### src/hdl/sfd_pkg.sv
// ----------------------------------------------------------------------------
// sfd_pkg
// Shared constants and types for the stereo feedback delay: sample and gain
// formats, register indexes, reset values and the channel payload structs.
// ----------------------------------------------------------------------------
`default_nettype none

package sfd_pkg;

   // sample and gain formats
   localparam int SAMPLE_BITS           = 24;
   localparam int GAIN_BITS             = 16;
   localparam int GAIN_FRAC_BITS        = 15;
   localparam int DELAY_BITS            = 16;
   localparam int HISTORY_DEPTH_DEFAULT = 65536;

   // register port
   localparam int CSR_ADDR_BITS = 4;
   localparam int CSR_DATA_BITS = 32;

   // register reset values
   localparam logic [DELAY_BITS-1:0] DELAY_RESET    = 16'd5512;
   localparam logic [GAIN_BITS-1:0]  DRY_RESET      = 16'd32768;
   localparam logic [GAIN_BITS-1:0]  WET_RESET      = 16'd24576;
   localparam logic [GAIN_BITS-1:0]  FEEDBACK_RESET = 16'd16384;

   typedef enum logic [1:0] {
      REG_DELAY,
      REG_DRY_GAIN,
      REG_WET_GAIN,
      REG_FEEDBACK_GAIN
   } reg_index_type;

   typedef logic signed [SAMPLE_BITS-1:0] sample_type;
   typedef logic [GAIN_BITS-1:0]          gain_type;

   typedef struct packed {
      sample_type left_in;
      sample_type right_in;
   } req_type;

   typedef struct packed {
      sample_type left_out;
      sample_type right_out;
   } rsp_type;

   typedef struct packed {
      gain_type dry;
      gain_type wet;
      gain_type feedback;
   } gain_set_type;

   // how the delayed sample is sourced in the first datapath stage
   typedef struct packed {
      logic hist_valid;   // entry has been written since reset
      logic fwd_hit;      // entry was written at the same edge it was read
   } read_ctl_type;

endpackage

`default_nettype wire

### src/hdl/sfd_channel.sv
// ----------------------------------------------------------------------------
// sfd_channel
// One channel of the echo datapath: pick the delayed sample, scale it and
// the input by the Q1.15 gains, then sum and saturate the stored value and
// the output sample.
// ----------------------------------------------------------------------------
`default_nettype none

module sfd_channel (
   input  wire logic                  clock,
   input  wire logic                  load,
   input  wire sfd_pkg::sample_type   sample_in,
   input  wire sfd_pkg::sample_type   hist_rdata,
   input  wire sfd_pkg::sample_type   fwd_data,
   input  wire sfd_pkg::read_ctl_type ctl,
   input  wire sfd_pkg::gain_set_type gain,
   output sfd_pkg::sample_type        store_value,
   output sfd_pkg::sample_type        result_value
);

   localparam int SB       = sfd_pkg::SAMPLE_BITS;
   localparam int PROD_W   = SB + sfd_pkg::GAIN_BITS + 1;
   localparam int SCALED_W = PROD_W - sfd_pkg::GAIN_FRAC_BITS;
   localparam int SUM_W    = SCALED_W + 1;

   sfd_pkg::sample_type          delayed;
   logic signed [sfd_pkg::GAIN_BITS:0] dry_s;
   logic signed [sfd_pkg::GAIN_BITS:0] wet_s;
   logic signed [sfd_pkg::GAIN_BITS:0] fb_s;
   logic signed [PROD_W-1:0]     prod_dry;
   logic signed [PROD_W-1:0]     prod_wet;
   logic signed [PROD_W-1:0]     prod_fb;
   logic signed [SCALED_W-1:0]   dry_in, wet_in, fb_in;
   logic signed [SCALED_W-1:0]   dry_ff, wet_ff, fb_ff;
   sfd_pkg::sample_type          in2_in, in2_ff;
   logic signed [SUM_W-1:0]      store_sum;
   logic signed [SUM_W-1:0]      result_sum;

   // clamp a wide sum to the sample range
   function automatic sfd_pkg::sample_type saturate(input logic signed [SUM_W-1:0] v);
      logic [SUM_W-SB:0] top;
      sfd_pkg::sample_type res;
      top = v[SUM_W-1:SB-1];
      if (top == '0 || top == '1) begin
         res = v[SB-1:0];
      end else if (v[SUM_W-1]) begin
         res = {1'b1, {(SB-1){1'b0}}};
      end else begin
         res = {1'b0, {(SB-1){1'b1}}};
      end
      return res;
   endfunction

   // select the delayed sample: zero before first write, forwarded on a same-edge write
   always_comb begin
      if (!ctl.hist_valid) begin
         delayed = '0;
      end else if (ctl.fwd_hit) begin
         delayed = fwd_data;
      end else begin
         delayed = hist_rdata;
      end
   end

   // scale by the gains, drop the fraction bits (floor)
   assign dry_s    = $signed({1'b0, gain.dry});
   assign wet_s    = $signed({1'b0, gain.wet});
   assign fb_s     = $signed({1'b0, gain.feedback});
   assign prod_dry = PROD_W'(sample_in) * PROD_W'(dry_s);
   assign prod_wet = PROD_W'(delayed) * PROD_W'(wet_s);
   assign prod_fb  = PROD_W'(delayed) * PROD_W'(fb_s);
   assign dry_in   = prod_dry[PROD_W-1:sfd_pkg::GAIN_FRAC_BITS];
   assign wet_in   = prod_wet[PROD_W-1:sfd_pkg::GAIN_FRAC_BITS];
   assign fb_in    = prod_fb[PROD_W-1:sfd_pkg::GAIN_FRAC_BITS];
   assign in2_in   = sample_in;

   // hold the scaled terms for the summing stage
   always_ff @(posedge clock) begin
      if (load) begin
         dry_ff <= dry_in;
         wet_ff <= wet_in;
         fb_ff  <= fb_in;
         in2_ff <= in2_in;
      end
   end

   // sum and saturate
   assign store_sum    = SUM_W'(in2_ff) + SUM_W'(fb_ff);
   assign result_sum   = SUM_W'(dry_ff) + SUM_W'(wet_ff);
   assign store_value  = saturate(store_sum);
   assign result_value = saturate(result_sum);

endmodule

`default_nettype wire

### config.mk
export PLATFORM = sky130hd
export DESIGN_NAME = sfd_channel
export DESIGN_NICKNAME = d
export VERILOG_FILES = /design/src/hdl/sfd_pkg.sv /design/src/hdl/sfd_channel.sv
export SDC_FILE = /design/constraint.sdc
export NUM_CORES = 2
export LEC_CHECK = 0
export ABC_AREA = 1
export BUFFER_PORTS_ARGS = -buffer_cell sky130_fd_sc_hd__buf_4
export CAP_MARGIN = 40
export CORE_MARGIN = 2
export CORE_UTILIZATION = 50
export DETAILED_ROUTE_END_ITERATION = 8
export GPL_TIMING_DRIVEN = 0
export PLACE_DENSITY = 0.66
export SLEW_MARGIN = 25
export SYNTH_ARGS = -nofsm -noshare
export SYNTH_HDL_FRONTEND = slang
export SYNTH_SLANG_ARGS = --single-unit
export TNS_END_PERCENT = 10
### constraint.sdc
create_clock -name clock -period 9.84 [get_ports clock]
set_clock_uncertainty 0.15 [all_clocks]
set_input_delay 1.476 -clock clock [delete_from_list [all_inputs] [get_ports clock]]
set_output_delay 1.476 -clock clock [all_outputs]
set_load 0.02 [all_outputs]
==> impl_metrics.json <==
{
  "synth.top_cell.area_share": 0.453,
  "cp_num_buf_inv": 9,
  "drt_iter0_markers": 3310,
  "syn_to_final_growth_pct": 6.85,
  "cp_slowest_cell": "fa_1",
  "io_buffers": 163,
  "cts_tree": "done",
  "grt_max_degree": 54,
  "netlist_area_sq_um": 49800,
  "period_share": 0.918,
  "post_cts_resized": 0,
  "yosysWarnings": 0,
  "fin_setup_tns_ps": 0,
  "grt_usage": 0.320,
  "cpPeakStageDelay_ps": 760,
  "cts_hold_buf": 0,
  "cp_max_fo": 10,
  "setup.worst_path.end_class": "register",
  "io_pins": 172,
  "numCtsBuffers": 9,
  "final.min_clock_period_ps": 9030,
  "ys_types": 43,
  "regArea_sq_um": 3060,
  "required_ps": 9820,
  "clkTransAtPathRegs_ps": 70,
  "clock-sinks": 102,
  "multi_input_area_sq_um": 39000,
  "synth.net_count": 8019,
  "grt_overflow": 0,
  "ant_nets": 0,
  "hp-start": "sample_in[4]",
  "cts_setup_buffers": 0,
  "critical-path-top-delay-family": "adder cells",
  "yosysTopAreaCell": "fa_1",
  "vias_per_cell": 5.21,
  "dieHeight_microns": 319,
  "worstSetupStartpoint": "ctl[0]",
  "hold_violations": 0,
  "synth.avg_cell_area_sq_um": 7.75,
  "h-tree-depth": 3,
  "cts_buffer_depth": 2,
  "yosysSeqAreaShare": 0.0615,
  "drive_above_1_share": 0.0381,
  "yosys-top-cells-area": "fa_1, inv_1, nand2_1",
  "hp-class": "in2reg",
  "critPathLaunchType": "input port",
  "antenna_found_initial": 2,
  "die_area_sq_um": 102000,
  "slew_viol_final": 0,
  "drc": 0,
  "worst_pin_slew_ps": 963,
  "fin_nets": 8213,
  "gp_congestion": 0.988,
  "fillers": 9488,
  "die_width_microns": 319,
  "wl_microns": 156000,
  "wire_per_inst_microns": 19.7,
  "num_vias": 41158,
  "dp_hpwl_microns": 136000,
  "grt_pass1_wl_microns": 249000,
  "path_class": "in2reg",
  "status": "finished clean",
  "fmaxAchievable_mhz": 111,
  "crit_arrival_ps": 9010,
  "row_count": 115,
  "max-cap-violations": 0,
  "grt_setup_unrepaired": "no",
  "core-area_sq_um": 98600,
  "syn_inst": 6419,
  "grt_pass1_vias": 43727,
  "yosys_register_bits": 102,
  "setup_viol": 0,
  "drtPass1Iterations": 6,
  "cts-root-buf": "clkbuf_16",
  "slew_headroom": 0.358,
  "start_util": 0.505
}
-- cell type report --
type                       instances  share of cell area
clock buffer                      10             0.00431
tap                             1287              0.0303
timing repair buffer             183              0.0278
buffer                           218              0.0168
multi-input combinational       4277               0.733
inverter                        1822               0.129
sequential                       102              0.0576
clock inverter                     5             0.00155
antenna                            1           0.0000471
-- placed cells by master (no fill, tap or decap), types with 2 or more instances in the layout --
| cell type | synthesis | final |
|---|---|---|
| a211oi_1 | 5 | 5 |
| a21boi_0 | 4 | 4 |
| a21o_1 | 20 | 20 |
| a21oi_1 | 153 | 153 |
| a31oi_1 | 22 | 22 |
| and3_1 | 2 | 2 |
| buf_1 | 6 | 6 |
| buf_2 | 25 | 25 |
| buf_4 | 4 | 166 |
| buf_6 | 4 | 22 |
| buf_8 | 0 | 2 |
| bufinv_16 | 0 | 2 |
| clkbuf_1 | 179 | 180 |
| clkbuf_16 | 0 | 9 |
| clkinv_1 | 3 | 3 |
| edfxtp_1 | 102 | 102 |
| fa_1 | 1127 | 1127 |
| ha_1 | 349 | 349 |
| inv_1 | 1815 | 1815 |
| inv_2 | 4 | 4 |
| nand2_1 | 1636 | 1636 |
| nand2_2 | 4 | 4 |
| nand2_4 | 2 | 2 |
| nand3_1 | 80 | 80 |
| nand3_2 | 4 | 4 |
| nand3b_1 | 2 | 2 |
| nand4_1 | 24 | 24 |
| nor2_1 | 557 | 557 |
| nor2_2 | 3 | 3 |
| nor3_1 | 26 | 26 |
| nor4_1 | 10 | 10 |
| o21a_1 | 7 | 7 |
| o21ai_0 | 86 | 86 |
| o21bai_1 | 12 | 12 |
| o221ai_1 | 5 | 5 |
| xnor2_1 | 45 | 45 |
| xor2_1 | 82 | 82 |
-- synth_stat cells, drive strengths merged --
master	count
a211oi	5
clkbuf	179
and3	2
nand3b	2
a21boi	4
a21oi	153
o221ai	5
o21a	7
a21o	20
a31oi	22
nand3	84
and2	1
nor4	10
xor2	82
o211a	1
edfxtp	102
clkinv	3
o21ai	87
fa	1127
inv	1819
or2	2
o21bai	12
o211ai	1
nand4	24
nand2	1642
buf	39
a31o	1
ha	349
o2111ai	1
nor2	560
nor3	28
xnor2	45
-- through the flow --
| step | std cells | hold slack [ps] | utilization | setup slack, ps | area (sq um) |
|---|---|---|---|---|---|
| floorplan | 6419 | 1420 | - | 2190 | 49800 |
| global placement | 7869 | 1510 | 0.534 | 228 | 52600 |
| detailed placement | 7881 | 1520 | 0.535 | 608 | 52800 |
| CTS | 7896 | 1110 | 0.539 | 993 | 53100 |
| global route | 7904 | 1110 | 0.539 | 299 | 53200 |
| finish | 7905 | 1130 | 0.539 | 808 | 53200 |
-- sequential cells by signal (all words and copies together) (netlist names) --
register and count:
wet_ff 26, dry_ff 26, fb_ff 26, in2_ff 24
-- final timing paths --
kind	end	slack, ps	depth (start not counted)
worst max-delay path	wet_ff[25]$_DFFE_PP_	810	27
worst min-delay path	in2_ff[4]$_DFFE_PP_	1130	1
-- routing by layer --
| layer | vias up | GRT usage | wire (microns) |
|---|---|---|---|
| met5 | - | 0 | 90 |
| met2 | 1853 | 0.504 | 70100 |
| li1 | 18692 | - | - |
| met1 | 20311 | 0.434 | 63500 |
| met4 | 4 | 0.112 | 6400 |
| met3 | 298 | 0.0744 | 15500 |
-- kinds of logic (layout without fill, tap and decap cells) --
family,after synthesis,after routing,share of synthesized area
simple gates,2355,2355,0.184
buf+inv,2040,2238,0.155
fa+ha+maj,1476,1476,0.541
compound gates,319,319,0.0357
xor+xnor,127,127,0.0224
flops,102,102,0.0615
other cells,0,1,0
Power is left out: the tool's default activity adds up to more than one toggle a clock period on the data nets, which glitch-free logic cannot reach.
